`src/wodo_pkg.sv`:
```
// shared types and constants of the wheel odometry integrator
package wodo_pkg;

    localparam int POS_W      = 32;
    localparam int TIME_W     = 32;
    localparam int JUMP_W     = 31;
    localparam int TPS_W      = 32;
    localparam int VEL_W      = 32;
    localparam int CFG_IDX_W  = 2;
    localparam int CFG_DATA_W = 32;
    localparam int PROD_W     = POS_W + TPS_W;
    localparam int KIN_SUM_W  = POS_W + 3;

    localparam int DIV_STEPS  = 2;
    localparam int DIV_CYCLES = POS_W / DIV_STEPS;
    localparam int DIV_CNT_W  = $clog2(DIV_CYCLES);

    localparam int NUM_AXES   = 3;
    localparam int AXIS_W     = $clog2(NUM_AXES);

    localparam logic [AXIS_W-1:0] AXIS_X   = AXIS_W'(0);
    localparam logic [AXIS_W-1:0] AXIS_Y   = AXIS_W'(1);
    localparam logic [AXIS_W-1:0] AXIS_YAW = AXIS_W'(2);

    localparam logic [CFG_IDX_W-1:0] CFG_JUMP_LIMIT    = CFG_IDX_W'(0);
    localparam logic [CFG_IDX_W-1:0] CFG_TICKS_PER_SEC = CFG_IDX_W'(1);

    localparam logic [JUMP_W-1:0] JUMP_LIMIT_RST = JUMP_W'(655);
    localparam logic [TPS_W-1:0]  TPS_RST        = TPS_W'(1000000);

    typedef enum logic [2:0] {
        SEQ_IDLE,
        SEQ_KIN,
        SEQ_VEL_GO,
        SEQ_VEL_WAIT,
        SEQ_HOLD
    } seq_state_t;

    typedef enum logic [2:0] {
        VU_IDLE,
        VU_MUL,
        VU_CHECK,
        VU_DIV,
        VU_DONE
    } vu_state_t;

    typedef struct packed {
        logic signed [POS_W-1:0] dx;
        logic signed [POS_W-1:0] dy;
        logic signed [POS_W-1:0] dt;
        logic [TIME_W-1:0]       elapsed;
        logic                    rot;
        logic                    jump;
        logic                    terr;
    } kin_t;

    typedef struct packed {
        logic                    done;
        logic signed [VEL_W-1:0] vel;
    } vu_resp_t;

endpackage

```
`src/wodo_kin.sv`:
```
// wheel deltas, planar step, rotation and jump detection
module wodo_kin (
    input  logic signed [wodo_pkg::POS_W-1:0]  wheel1_cur,
    input  logic signed [wodo_pkg::POS_W-1:0]  wheel2_cur,
    input  logic signed [wodo_pkg::POS_W-1:0]  wheel4_cur,
    input  logic signed [wodo_pkg::POS_W-1:0]  wheel1_last,
    input  logic signed [wodo_pkg::POS_W-1:0]  wheel2_last,
    input  logic signed [wodo_pkg::POS_W-1:0]  wheel4_last,
    input  logic [wodo_pkg::TIME_W-1:0]        time_cur,
    input  logic [wodo_pkg::TIME_W-1:0]        time_last,
    input  logic [wodo_pkg::JUMP_W-1:0]        jump_limit,
    output wodo_pkg::kin_t                     kin
);
    import wodo_pkg::*;

    logic signed [POS_W-1:0]     d1;
    logic signed [POS_W-1:0]     d2;
    logic signed [POS_W-1:0]     d4;
    logic signed [KIN_SUM_W-1:0] d1_e;
    logic signed [KIN_SUM_W-1:0] d2_e;
    logic signed [KIN_SUM_W-1:0] d3_e;
    logic signed [KIN_SUM_W-1:0] d4_e;
    logic signed [KIN_SUM_W-1:0] sum_x;
    logic signed [KIN_SUM_W-1:0] sum_y;
    logic signed [KIN_SUM_W-1:0] diff_t;
    logic signed [KIN_SUM_W-1:0] shr_x;
    logic signed [KIN_SUM_W-1:0] shr_y;
    logic signed [KIN_SUM_W-1:0] shr_t;
    logic signed [POS_W:0]       dx_e;
    logic signed [POS_W:0]       dy_e;
    logic signed [POS_W:0]       lim_e;
    logic                        rot;

    always_comb
    begin
        d1   = wheel1_cur - wheel1_last;
        d2   = wheel2_cur - wheel2_last;
        d4   = wheel4_cur - wheel4_last;
        rot  = (d2 != '0) && (d4 != '0) && (d2[POS_W-1] ^ d4[POS_W-1]);
        d1_e = KIN_SUM_W'(d1);
        d2_e = KIN_SUM_W'(d2);
        d4_e = KIN_SUM_W'(d4);
        d3_e = rot ? -d1_e : d1_e;

        sum_x  = d1_e + d2_e + d3_e + d4_e;
        sum_y  = d1_e - d2_e + d3_e - d4_e;
        diff_t = d4_e - d2_e;
        shr_x  = sum_x >>> 2;
        shr_y  = sum_y >>> 2;
        shr_t  = diff_t >>> 1;

        kin.dx      = shr_x[POS_W-1:0];
        kin.dy      = shr_y[POS_W-1:0];
        kin.dt      = shr_t[POS_W-1:0];
        kin.rot     = rot;
        kin.elapsed = time_cur - time_last;
        kin.terr    = (kin.elapsed == '0);

        dx_e     = (POS_W+1)'(kin.dx);
        dy_e     = (POS_W+1)'(kin.dy);
        lim_e    = $signed({{(POS_W+1-JUMP_W){1'b0}}, jump_limit});
        kin.jump = (dx_e > lim_e) || (dy_e > lim_e);
    end

endmodule

```
`src/wodo_vel_unit.sv`:
```
// shared multiply and radix-4 restoring divide unit for velocities
module wodo_vel_unit (
    input  logic                              clk,
    input  logic                              rst_n,
    input  logic                              start,
    input  logic signed [wodo_pkg::POS_W-1:0] step,
    input  logic [wodo_pkg::TIME_W-1:0]       elapsed,
    input  logic [wodo_pkg::TPS_W-1:0]        tps,
    output wodo_pkg::vu_resp_t                resp
);
    import wodo_pkg::*;

    vu_state_t               state_reg;
    vu_state_t               state_next;
    logic [DIV_CNT_W-1:0]    cnt_reg;
    logic                    neg_reg;
    logic                    sat_reg;
    logic [POS_W-1:0]        mag_reg;
    logic [TIME_W-1:0]       den_reg;
    logic [PROD_W-1:0]       prod_reg;
    logic [TIME_W-1:0]       rem_reg;
    logic [POS_W-1:0]        quo_reg;

    logic                    ld_op;
    logic                    ld_prod;
    logic                    ld_div;
    logic                    ld_sat;
    logic                    div_step;
    logic                    hi_over;
    logic [PROD_W-1:0]       prod_mul;
    logic [TIME_W-1:0]       rem_v;
    logic [POS_W-1:0]        quo_v;
    logic [TIME_W:0]         trial;
    logic                    qbit;
    logic [VEL_W-1:0]        lim;
    logic [VEL_W-1:0]        q_abs;
    logic [VEL_W-1:0]        q_sat;

    assign prod_mul = PROD_W'(mag_reg) * PROD_W'(tps);
    assign hi_over  = (prod_reg[PROD_W-1 -: TIME_W] >= den_reg);

    always_comb
    begin
        state_next = state_reg;
        unique case (state_reg)
            VU_IDLE:  if (start) state_next = VU_MUL;
            VU_MUL:   state_next = VU_CHECK;
            VU_CHECK: state_next = hi_over ? VU_DONE : VU_DIV;
            VU_DIV:   if (cnt_reg == DIV_CNT_W'(DIV_CYCLES-1)) state_next = VU_DONE;
            VU_DONE:  state_next = VU_IDLE;
            default:  state_next = VU_IDLE;
        endcase
    end

    always_comb
    begin
        ld_op    = (state_reg == VU_IDLE) && start;
        ld_prod  = (state_reg == VU_MUL);
        ld_sat   = (state_reg == VU_CHECK) && hi_over;
        ld_div   = (state_reg == VU_CHECK) && !hi_over;
        div_step = (state_reg == VU_DIV);
    end

    // two quotient bits per cycle
    always_comb
    begin
        rem_v = rem_reg;
        quo_v = quo_reg;
        trial = '0;
        qbit  = 1'b0;
        for (int i = 0; i < DIV_STEPS; i++)
        begin
            trial = {rem_v, quo_v[POS_W-1]};
            qbit  = (trial >= {1'b0, den_reg});
            if (qbit)
            begin
                trial = trial - {1'b0, den_reg};
            end
            rem_v = trial[TIME_W-1:0];
            quo_v = {quo_v[POS_W-2:0], qbit};
        end
    end

    always_ff @(posedge clk or negedge rst_n)
    begin
        if (!rst_n)
        begin
            state_reg <= VU_IDLE;
            cnt_reg   <= '0;
        end
        else
        begin
            state_reg <= state_next;
            if (ld_div)
            begin
                cnt_reg <= '0;
            end
            else if (div_step)
            begin
                cnt_reg <= cnt_reg + 1'b1;
            end
        end
    end

    always_ff @(posedge clk)
    begin
        if (ld_op)
        begin
            neg_reg <= step[POS_W-1];
            mag_reg <= step[POS_W-1] ? POS_W'(-step) : POS_W'(step);
            den_reg <= elapsed;
            sat_reg <= 1'b0;
        end
        if (ld_prod)
        begin
            prod_reg <= prod_mul;
        end
        if (ld_sat)
        begin
            sat_reg <= 1'b1;
        end
        if (ld_div)
        begin
            rem_reg <= prod_reg[PROD_W-1 -: TIME_W];
            quo_reg <= prod_reg[POS_W-1:0];
        end
        else if (div_step)
        begin
            rem_reg <= rem_v;
            quo_reg <= quo_v;
        end
    end

    always_comb
    begin
        lim   = {1'b0, {(VEL_W-1){1'b1}}} + VEL_W'(neg_reg);
        q_abs = sat_reg ? '1 : VEL_W'(quo_reg);
        q_sat = (q_abs > lim) ? lim : q_abs;
        resp.done = (state_reg == VU_DONE);
        resp.vel  = neg_reg ? $signed(-q_sat) : $signed(q_sat);
    end

endmodule

```
`src/wheel_odometry_integrator.sv`:
```
// mecanum wheel odometry integrator, top level
//
// input channel: in_valid/in_ready with wheel1_pos, wheel2_pos, wheel4_pos and
// sample_time. in_ready is high only while no item is in flight.
// output channel: out_valid/out_ready with the pose, the three velocities and
// the rotating, jump_seen and time_error flags; one result per input.
// config channel: cfg_valid/cfg_ready, always ready; cfg_index 0 writes
// jump_limit, index 1 ticks_per_second, other indexes are dropped.
// the three velocities go one after another through a single multiplier and
// a 2-bit-per-cycle divider; a velocity that saturates early skips the
// division, and when elapsed time is zero all three are skipped. the next
// input can be taken in the cycle after the result is loaded.
// a finished result sits in the output register; the next input is taken
// while it waits, and a later result holds until out_ready frees the register.
// reset clears the pose, the last positions and timestamp, and loads the
// register defaults (jump_limit 655, ticks_per_second 1000000).
module wheel_odometry_integrator (
    input  logic                                 clk,
    input  logic                                 rst_n,
    input  logic                                 cfg_valid,
    output logic                                 cfg_ready,
    input  logic [wodo_pkg::CFG_IDX_W-1:0]       cfg_index,
    input  logic [wodo_pkg::CFG_DATA_W-1:0]      cfg_data,
    input  logic                                 in_valid,
    output logic                                 in_ready,
    input  logic signed [wodo_pkg::POS_W-1:0]    wheel1_pos,
    input  logic signed [wodo_pkg::POS_W-1:0]    wheel2_pos,
    input  logic signed [wodo_pkg::POS_W-1:0]    wheel4_pos,
    input  logic [wodo_pkg::TIME_W-1:0]          sample_time,
    output logic                                 out_valid,
    input  logic                                 out_ready,
    output logic signed [wodo_pkg::POS_W-1:0]    pose_x,
    output logic signed [wodo_pkg::POS_W-1:0]    pose_y,
    output logic signed [wodo_pkg::POS_W-1:0]    pose_yaw,
    output logic signed [wodo_pkg::VEL_W-1:0]    vel_x,
    output logic signed [wodo_pkg::VEL_W-1:0]    vel_y,
    output logic signed [wodo_pkg::VEL_W-1:0]    vel_yaw,
    output logic                                 rotating,
    output logic                                 jump_seen,
    output logic                                 time_error
);
    import wodo_pkg::*;

    seq_state_t              state_reg;
    seq_state_t              state_next;
    logic [JUMP_W-1:0]       jump_limit_reg;
    logic [TPS_W-1:0]        tps_reg;

    logic signed [POS_W-1:0] w1_reg;
    logic signed [POS_W-1:0] w2_reg;
    logic signed [POS_W-1:0] w4_reg;
    logic [TIME_W-1:0]       now_reg;
    logic signed [POS_W-1:0] last_w1_reg;
    logic signed [POS_W-1:0] last_w2_reg;
    logic signed [POS_W-1:0] last_w4_reg;
    logic [TIME_W-1:0]       last_time_reg;
    logic signed [POS_W-1:0] acc_x_reg;
    logic signed [POS_W-1:0] acc_y_reg;
    logic signed [POS_W-1:0] acc_yaw_reg;

    kin_t                    kin;
    kin_t                    kin_reg;
    logic [AXIS_W-1:0]       axis_reg;
    logic signed [VEL_W-1:0] vel_reg [NUM_AXES];
    logic signed [POS_W-1:0] vu_step;
    vu_resp_t                vu_resp;

    logic                    out_valid_reg;
    logic signed [POS_W-1:0] pose_x_reg;
    logic signed [POS_W-1:0] pose_y_reg;
    logic signed [POS_W-1:0] pose_yaw_reg;
    logic signed [VEL_W-1:0] vel_x_reg;
    logic signed [VEL_W-1:0] vel_y_reg;
    logic signed [VEL_W-1:0] vel_yaw_reg;
    logic                    rot_reg;
    logic                    jump_reg;
    logic                    terr_reg;

    logic                    in_xfer;
    logic                    kin_load;
    logic                    vu_start;
    logic                    out_load;
    logic                    last_axis;

    wodo_kin u_kin (
        .wheel1_cur  (w1_reg),
        .wheel2_cur  (w2_reg),
        .wheel4_cur  (w4_reg),
        .wheel1_last (last_w1_reg),
        .wheel2_last (last_w2_reg),
        .wheel4_last (last_w4_reg),
        .time_cur    (now_reg),
        .time_last   (last_time_reg),
        .jump_limit  (jump_limit_reg),
        .kin         (kin)
    );

    always_comb
    begin
        unique case (axis_reg)
            AXIS_X:   vu_step = kin_reg.dx;
            AXIS_Y:   vu_step = kin_reg.dy;
            AXIS_YAW: vu_step = kin_reg.dt;
            default:  vu_step = kin_reg.dt;
        endcase
    end

    wodo_vel_unit u_vel_unit (
        .clk     (clk),
        .rst_n   (rst_n),
        .start   (vu_start),
        .step    (vu_step),
        .elapsed (kin_reg.elapsed),
        .tps     (tps_reg),
        .resp    (vu_resp)
    );

    assign last_axis = (axis_reg == AXIS_YAW);

    always_comb
    begin
        state_next = state_reg;
        unique case (state_reg)
            SEQ_IDLE:     if (in_valid) state_next = SEQ_KIN;
            SEQ_KIN:      state_next = kin.terr ? SEQ_HOLD : SEQ_VEL_GO;
            SEQ_VEL_GO:   state_next = SEQ_VEL_WAIT;
            SEQ_VEL_WAIT: if (vu_resp.done) state_next = last_axis ? SEQ_HOLD : SEQ_VEL_GO;
            SEQ_HOLD:     if (!out_valid_reg || out_ready) state_next = SEQ_IDLE;
            default:      state_next = SEQ_IDLE;
        endcase
    end

    always_comb
    begin
        in_ready = (state_reg == SEQ_IDLE);
        kin_load = (state_reg == SEQ_KIN);
        vu_start = (state_reg == SEQ_VEL_GO);
        out_load = (state_reg == SEQ_HOLD) && (!out_valid_reg || out_ready);
    end

    assign in_xfer   = in_valid && in_ready;
    assign cfg_ready = 1'b1;

    always_ff @(posedge clk or negedge rst_n)
    begin
        if (!rst_n)
        begin
            state_reg      <= SEQ_IDLE;
            jump_limit_reg <= JUMP_LIMIT_RST;
            tps_reg        <= TPS_RST;
            last_w1_reg    <= '0;
            last_w2_reg    <= '0;
            last_w4_reg    <= '0;
            last_time_reg  <= '0;
            acc_x_reg      <= '0;
            acc_y_reg      <= '0;
            acc_yaw_reg    <= '0;
            axis_reg       <= AXIS_X;
            out_valid_reg  <= 1'b0;
        end
        else
        begin
            state_reg <= state_next;
            if (cfg_valid && cfg_ready)
            begin
                if (cfg_index == CFG_JUMP_LIMIT)
                begin
                    jump_limit_reg <= cfg_data[JUMP_W-1:0];
                end
                else if (cfg_index == CFG_TICKS_PER_SEC)
                begin
                    tps_reg <= cfg_data[TPS_W-1:0];
                end
            end
            if (kin_load)
            begin
                last_w1_reg   <= w1_reg;
                last_w2_reg   <= w2_reg;
                last_w4_reg   <= w4_reg;
                last_time_reg <= now_reg;
                acc_x_reg     <= acc_x_reg + kin.dx;
                acc_y_reg     <= acc_y_reg + kin.dy;
                acc_yaw_reg   <= acc_yaw_reg + kin.dt;
                axis_reg      <= AXIS_X;
            end
            else if ((state_reg == SEQ_VEL_WAIT) && vu_resp.done && !last_axis)
            begin
                axis_reg <= axis_reg + 1'b1;
            end
            if (out_load)
            begin
                out_valid_reg <= 1'b1;
            end
            else if (out_ready)
            begin
                out_valid_reg <= 1'b0;
            end
        end
    end

    always_ff @(posedge clk)
    begin
        if (in_xfer)
        begin
            w1_reg  <= wheel1_pos;
            w2_reg  <= wheel2_pos;
            w4_reg  <= wheel4_pos;
            now_reg <= sample_time;
        end
        if (kin_load)
        begin
            kin_reg <= kin;
            for (int i = 0; i < NUM_AXES; i++)
            begin
                vel_reg[i] <= '0;
            end
        end
        else if ((state_reg == SEQ_VEL_WAIT) && vu_resp.done)
        begin
            vel_reg[axis_reg] <= vu_resp.vel;
        end
        if (out_load)
        begin
            pose_x_reg   <= acc_x_reg;
            pose_y_reg   <= acc_y_reg;
            pose_yaw_reg <= acc_yaw_reg;
            vel_x_reg    <= vel_reg[AXIS_X];
            vel_y_reg    <= vel_reg[AXIS_Y];
            vel_yaw_reg  <= vel_reg[AXIS_YAW];
            rot_reg      <= kin_reg.rot;
            jump_reg     <= kin_reg.jump;
            terr_reg     <= kin_reg.terr;
        end
    end

    assign out_valid  = out_valid_reg;
    assign pose_x     = pose_x_reg;
    assign pose_y     = pose_y_reg;
    assign pose_yaw   = pose_yaw_reg;
    assign vel_x      = vel_x_reg;
    assign vel_y      = vel_y_reg;
    assign vel_yaw    = vel_yaw_reg;
    assign rotating   = rot_reg;
    assign jump_seen  = jump_reg;
    assign time_error = terr_reg;

endmodule

```
`config.mk`:
```
export PLATFORM = sky130hd
export DESIGN_NAME = wheel_odometry_integrator
export DESIGN_NICKNAME = d
export VERILOG_FILES = /design/src/wodo_pkg.sv /design/src/wodo_kin.sv /design/src/wodo_vel_unit.sv /design/src/wheel_odometry_integrator.sv
export SDC_FILE = /design/constraint.sdc
export NUM_CORES = 2
export LEC_CHECK = 0
export BUFFER_PORTS_ARGS = -buffer_cell sky130_fd_sc_hd__buf_2
export CORE_ASPECT_RATIO = 1.5
export CORE_MARGIN = 3
export CORE_UTILIZATION = 66
export CTS_BUF_LIST = sky130_fd_sc_hd__clkbuf_8
export CTS_CLUSTER_DIAMETER = 200
export DETAILED_ROUTE_END_ITERATION = 10
export PLACE_DENSITY = 0.84
export SETUP_SLACK_MARGIN = 0.2
export SLEW_MARGIN = 25
export SYNTH_ARGS = -nofsm -noshare
export SYNTH_HDL_FRONTEND = slang
export SYNTH_SLANG_ARGS = --single-unit
```
`constraint.sdc`:
```
create_clock -name clk -period 11 [get_ports clk]
set_input_delay 1.65 -clock clk [delete_from_list [all_inputs] [get_ports clk]]
set_output_delay 1.65 -clock clk [all_outputs]
set_load 0.02 [all_outputs]
```
* Yosys cells after proc, flatten, opt, wreduce, memory -nomap -nowiden
Memories as Yosys holds them, arrays and structs flattened. A register that Yosys moved wholly into a read port is not among the register bits.
Cells that the tools add are included.
** Storage, ports and cells
- Input bits :: 167
- Memories :: 1
- Output and inout bits :: 198
- RAM bits :: 96
- Bits in registers :: 852
- Logic and storage cells :: 153
** Memory list
- vel_reg :: depth 3, bits a word 32, read ports 3, clocked after memory_dff 3, write ports 3, RTL line wheel_odometry_integrator.sv:64 : logic signed [VEL_W-1:0] vel_reg [NUM_AXES];
** Operators by class
- Eq/ne operators :: 17
- Add/sub/neg operators :: 22
- Multiply operators :: 1
- $lt $le $gt $ge :: 6
- Mux-type cells :: 36
- Bitwise gates (word level) :: 2
- Reductions and logical operators :: 29
** Operator list (count)
- 32-bit 2-to-1 mux :: 10
- 32-bit subtractor :: 6
- 32-bit adder :: 3
- 32-bit greater-than comparator :: 3
- 34-bit adder :: 2
- 33-bit by 32-bit greater-or-equal comparator with 1-bit output :: 2
- 32-bit by 32-bit subtractor with 33-bit output :: 2
- 32-bit by 32-bit multiplier with 64-bit output :: 1
- 32-bit negator :: 2
- 32-bit case mux with 2 select lines :: 1
- 32-bit nonzero test :: 2
- 34-bit by 32-bit adder with 34-bit output :: 1
- 34-bit 2-to-1 mux :: 1
- 32-bit negator with 34-bit output :: 1
- 34-bit by 32-bit subtractor with 34-bit output :: 1
- 32-bit by 32-bit adder with 33-bit output :: 1
- 31-bit by 1-bit adder with 32-bit output, first input constant :: 1
- 32-bit greater-or-equal comparator :: 1
- 32-bit logical NOT :: 1
- 32-bit OR reduction :: 1
- 31-bit 2-to-1 mux :: 1
- 3-bit 2-to-1 mux :: 8
- 3-bit case mux with 5 select lines :: 1
- 3-bit by 2-bit == test with 1-bit output, second input constant :: 4
- 23 further kinds :: 56

* Longest topological paths before layout
- Depth in word-level cells :: 9
- Gate-level depth with buffers :: 53

* Modules after synthesis
Synthesis repeated with hierarchy kept, for this count alone.
** Second synthesis, totals
- Cells, all modules :: 9956
- Area, all modules :: 98147.9 um^2
** By module, submodules not included
- wodo_vel_unit :: area each 47956.0 um^2, sequential area each 5990.7 um^2, cells an instance 5236, times used 1
- wheel_odometry_integrator :: area each 33238.1 um^2, sequential area each 23864.1 um^2, cells an instance 2471, times used 1
- wodo_kin :: area each 16953.8 um^2, sequential area each 0.0 um^2, cells an instance 2249, times used 1

* Least setup slack after synthesis
Ideal clock, no wire load.
- Kind :: register to register
- Start point :: reg last_w2_reg[0]
- End point :: reg acc_y_reg[31]
- Clock period less this slack :: 9780 ps
- Required time :: 10921 ps
- Arrival time :: 9701 ps
- Buffers on the path :: 1
- Cell stages (with the launch flop) :: 48
- Path slack :: 1220 ps
- Cell sequence :: dfrtp_1 > ha_1 > fa_1 > nand2b_1 > a21oi_1 > o41ai_2 > o31ai_2 > a21oi_1 > o21ai_1 > xnor2_1 > inv_1 > a2111oi_0 > nand4_1 > or4_1 > o41ai_2 > nand2b_2 > clkbuf_1 > nor2_1 > (+12 left out) > o21a_1 > o21a_1 > o21a_1 > o21a_1 > nor2_1 > ha_1 > o21a_1 > a21oi_1 > o31a_1 > a211oi_1 > o31a_1 > a31o_2 > a21o_1 > a21oi_1 > and4bb_2 > a2111oi_2 > nand4_1 > xor2_1
** RTL lines
- start: declaration :: RTL line wheel_odometry_integrator.sv:54 : logic signed [POS_W-1:0] last_w2_reg;
- start signal: assignment :: RTL line wheel_odometry_integrator.sv:178 : last_w2_reg <= w2_reg;
- end signal: assignment :: RTL line wheel_odometry_integrator.sv:182 : acc_y_reg <= acc_y_reg + kin.dy;
- end: declaration :: RTL line wheel_odometry_integrator.sv:58 : logic signed [POS_W-1:0] acc_y_reg;

==> impl_metrics.py <==
metrics = {
    "run_status": {
        "outcome": "complete, no violations",
    },
    "final_layout": {
        "nets": 12300,
        "layout-area-overhead-vs-synth_pct": 10.5,
        "fill_cells": 10000,
        "largest_register_ff_count": 131,
        "drive_above_1_share_pct": 11.9,
    },
    "logic_synthesis": {
        "synth_edf_count": 743,
        "synthDominantCellAreaShare_pct": 23.3,
        "yosysWarningCount": 0,
        "synth_area_leader_cell": "edfxtp_1",
        "synth_cells": 9798,
        "syn_avg_cell_area_um2": 9.77,
        "synthArstFlopShare_pct": 28.7,
        "yosys-top-cells-count": "1491 x inv_1, 1298 x nand2_1, 973 x fa_1",
        "synth_nets": 11800,
        "synth_area_leaders": "edfxtp_1 23%, fa_1 20%, ha_1 11%",
        "synth_seq_cells": 1044,
        "synth_ff_type": "edfxtp_1",
        "yosysUniqueCellTypes": 101,
        "synth.most_common_cell": "inv_1",
        "syn_area_mm2": 0.0957,
        "seq_area_frac_synth_pct": 31.2,
    },
    "run": {
        "max_cap_viol_count": 0,
    },
    "route": {
        "dr.pass1.iters": 6,
        "ant_nets": 0,
        "via_count": 75700,
        "drc_errors": 0,
        "drt-total-wl_um": 292000,
        "drt-wirelength-per-cell_um": 23.5,
        "drt-initial-drc-count": 5948,
        "viasPerCell": 6.10,
    },
    "setup_path": {
        "cp-end-kind": "flop",
        "path_class": "flop to flop",
        "crit_arrival_ns": 11.35,
        "cp_slowest_stage_delay_ns": 0.56,
        "worst_setup_path_start_kind": "flop",
        "cp_common_cell": "buf_4",
        "critPathRequiredTime_ns": 11.78,
        "crit_fanout": 8,
        "worst_path_max_delay_cell": "or4_4",
    },
    "global_route": {
        "track_usage_pct": 39.7,
        "antenna_found_initial": 19,
        "grt_pass1_wl_um": 447000,
        "grt_max_degree": 113,
        "overflow": 0,
        "first_global_vias": 81100,
    },
    "place": {
        "gp_congestion": 1.00,
        "portBuffers": 363,
        "dp_hpwl_um": 230000,
    },
    "floorplanning": {
        "start_util_pct": 66.7,
        "die_w_um": 317,
        "die_area_mm2": 0.150,
        "row_count": 170,
        "die_y_um": 472,
        "ioPinCount": 365,
        "core-area_mm2": 0.144,
    },
    "timing": {
        "finalHoldViolations": 0,
        "fmax_mhz": 94.6,
        "fin_crit_sh_pct": 96.1,
        "grt_setup_unrepaired": "false",
        "drv_slew": 0,
        "skew_ns": 0.0521,
        "slew-limit-headroom_pct": 27.4,
        "finalCriticalPeriod_ns": 10.57,
        "worst_slew_pin_slew_ns": 1.09,
        "finalSetupViolations": 0,
        "hold_slack_ns": 0.410,
    },
    "clock_tree": {
        "clk_pin_slew_ns": 0.07,
        "clk_latency_ns": 0.94,
        "cts_sinks": 1044,
        "numCtsBuffers": 161,
        "ctsLongestPathBuffers": 3,
        "cts_htree_levels": 4,
        "root_buffer": "clkbuf_8",
        "cts_tree": "built",
    },
    "min_path": {
        "hp-class": "flop to flop",
    },
}
## routing by layer
layer	track usage, %	part of all wire, %	vias to the layer above
li1	-	-	33500
met1	41.3	32	36900
met2	66.9	49	3728
met3	8.48	7.8	1528
met4	35.6	11	4
met5	0	0.0079	-
## path summary, 6_finish.rpt
check,startpoint,end,slack (ns),depth (start not counted)
max in group asynchronous,rst_n,tps_reg[10],8.10,3
worst max register to register,w2_reg[10],acc_y_reg[31],0.43,47
min in group asynchronous,rst_n,last_w1_reg[30],0.71,1
worst min-delay path,kin_reg[32],u_vel_unit.den_reg[29],0.41,0
worst max-delay path,w2_reg[10],acc_y_reg[31],0.43,47
worst min register to register,kin_reg[32],u_vel_unit.den_reg[29],0.41,0
## area by class of cell
type | instances | area (um2) | area share, %
inverter | 1495 | 5620 | 5.31
clock buffer | 177 | 2440 | 2.30
tap | 1892 | 2370 | 2.24
clock inverter | 123 | 1160 | 1.10
multi-input combinational | 6902 | 59500 | 56.2
antenna | 15 | 37.5 | 0.0355
timing repair buffer | 758 | 4840 | 4.58
sequential | 1044 | 29900 | 28.2
## stage by stage
step                setup slack [ns]  cell area, um2  util, %  setup TNS, ns  instances
floorplan                       1.22           95700        -              0       9798
global placement              0.0242          102000     70.7              0      12100
global route                  0.0514          106000     73.7              0      12400
finish                         0.432          106000     73.7              0      12400
detailed placement           -0.0792          102000     70.7        -0.0792      12100
CTS                            0.198          105000     73.3              0      12400
## cell usage in the layout, fill, tap and decap left out, drive strengths merged, types with 22 or more instances in the layout
| cell | count |
|---|---|
| mux2 | 91 |
| inv | 1541 |
| edfxtp | 743 |
| or2 | 29 |
| nor3 | 97 |
| a22o | 33 |
| o21a | 90 |
| clkinv | 51 |
| nand2b | 64 |
| nand4 | 71 |
| or3 | 31 |
| a211oi | 34 |
| buf | 758 |
| and2 | 293 |
| a21o | 227 |
| clkbuf | 177 |
| o31ai | 24 |
| o21ai | 526 |
| and3 | 58 |
| ha | 839 |
| o211ai | 22 |
| nor4 | 23 |
| a21oi | 509 |
| o21bai | 82 |
| xor2 | 149 |
| nor2b | 86 |
| fa | 973 |
| dfrtp | 287 |
| xnor2 | 346 |
| nand2 | 1298 |
| a31oi | 39 |
| nor2 | 504 |
| nand3 | 96 |
## repair_timing
action                     4_1_cts  5_1_grt
gates cloned                     0        0
hold buffers                     0        0
setup buffers                    0        8
pin swaps                        1       52
setup endpoints to repair        5       14
gates resized for setup         12       85
## worst max-delay path, delay by kind of cell, from the launching register on
kind / cells / cell delay [ns]
AND/OR/NAND/NOR: 17 / 3.49
XOR/XNOR: 4 / 0.79
flip-flops: 1 / 0.39
buffers and inverters: 7 / 1.06
adder cells (fa/ha/maj): 4 / 1.34
AO/OA/AOI/OAI: 15 / 3.36
## cell families (layout without fill, tap and decap cells)
kind of cell | Yosys count | count (layout) | synth area share [%]
adder cells (fa/ha/maj) | 1812 | 1812 | 31.3
AO/OA/AOI/OAI | 1769 | 1769 | 11.5
AND/OR/NAND/NOR | 2717 | 2717 | 13.0
multiplexers | 107 | 107 | 1.24
buffers and inverters | 1852 | 2553 | 7.27
flip-flops | 1044 | 1044 | 31.2
other | 1 | 16 | 0.00392
XOR/XNOR | 496 | 496 | 4.56
Power is left out: the tool's default activity adds up to more than one toggle a clock period on the data nets, which glitch-free logic cannot reach.
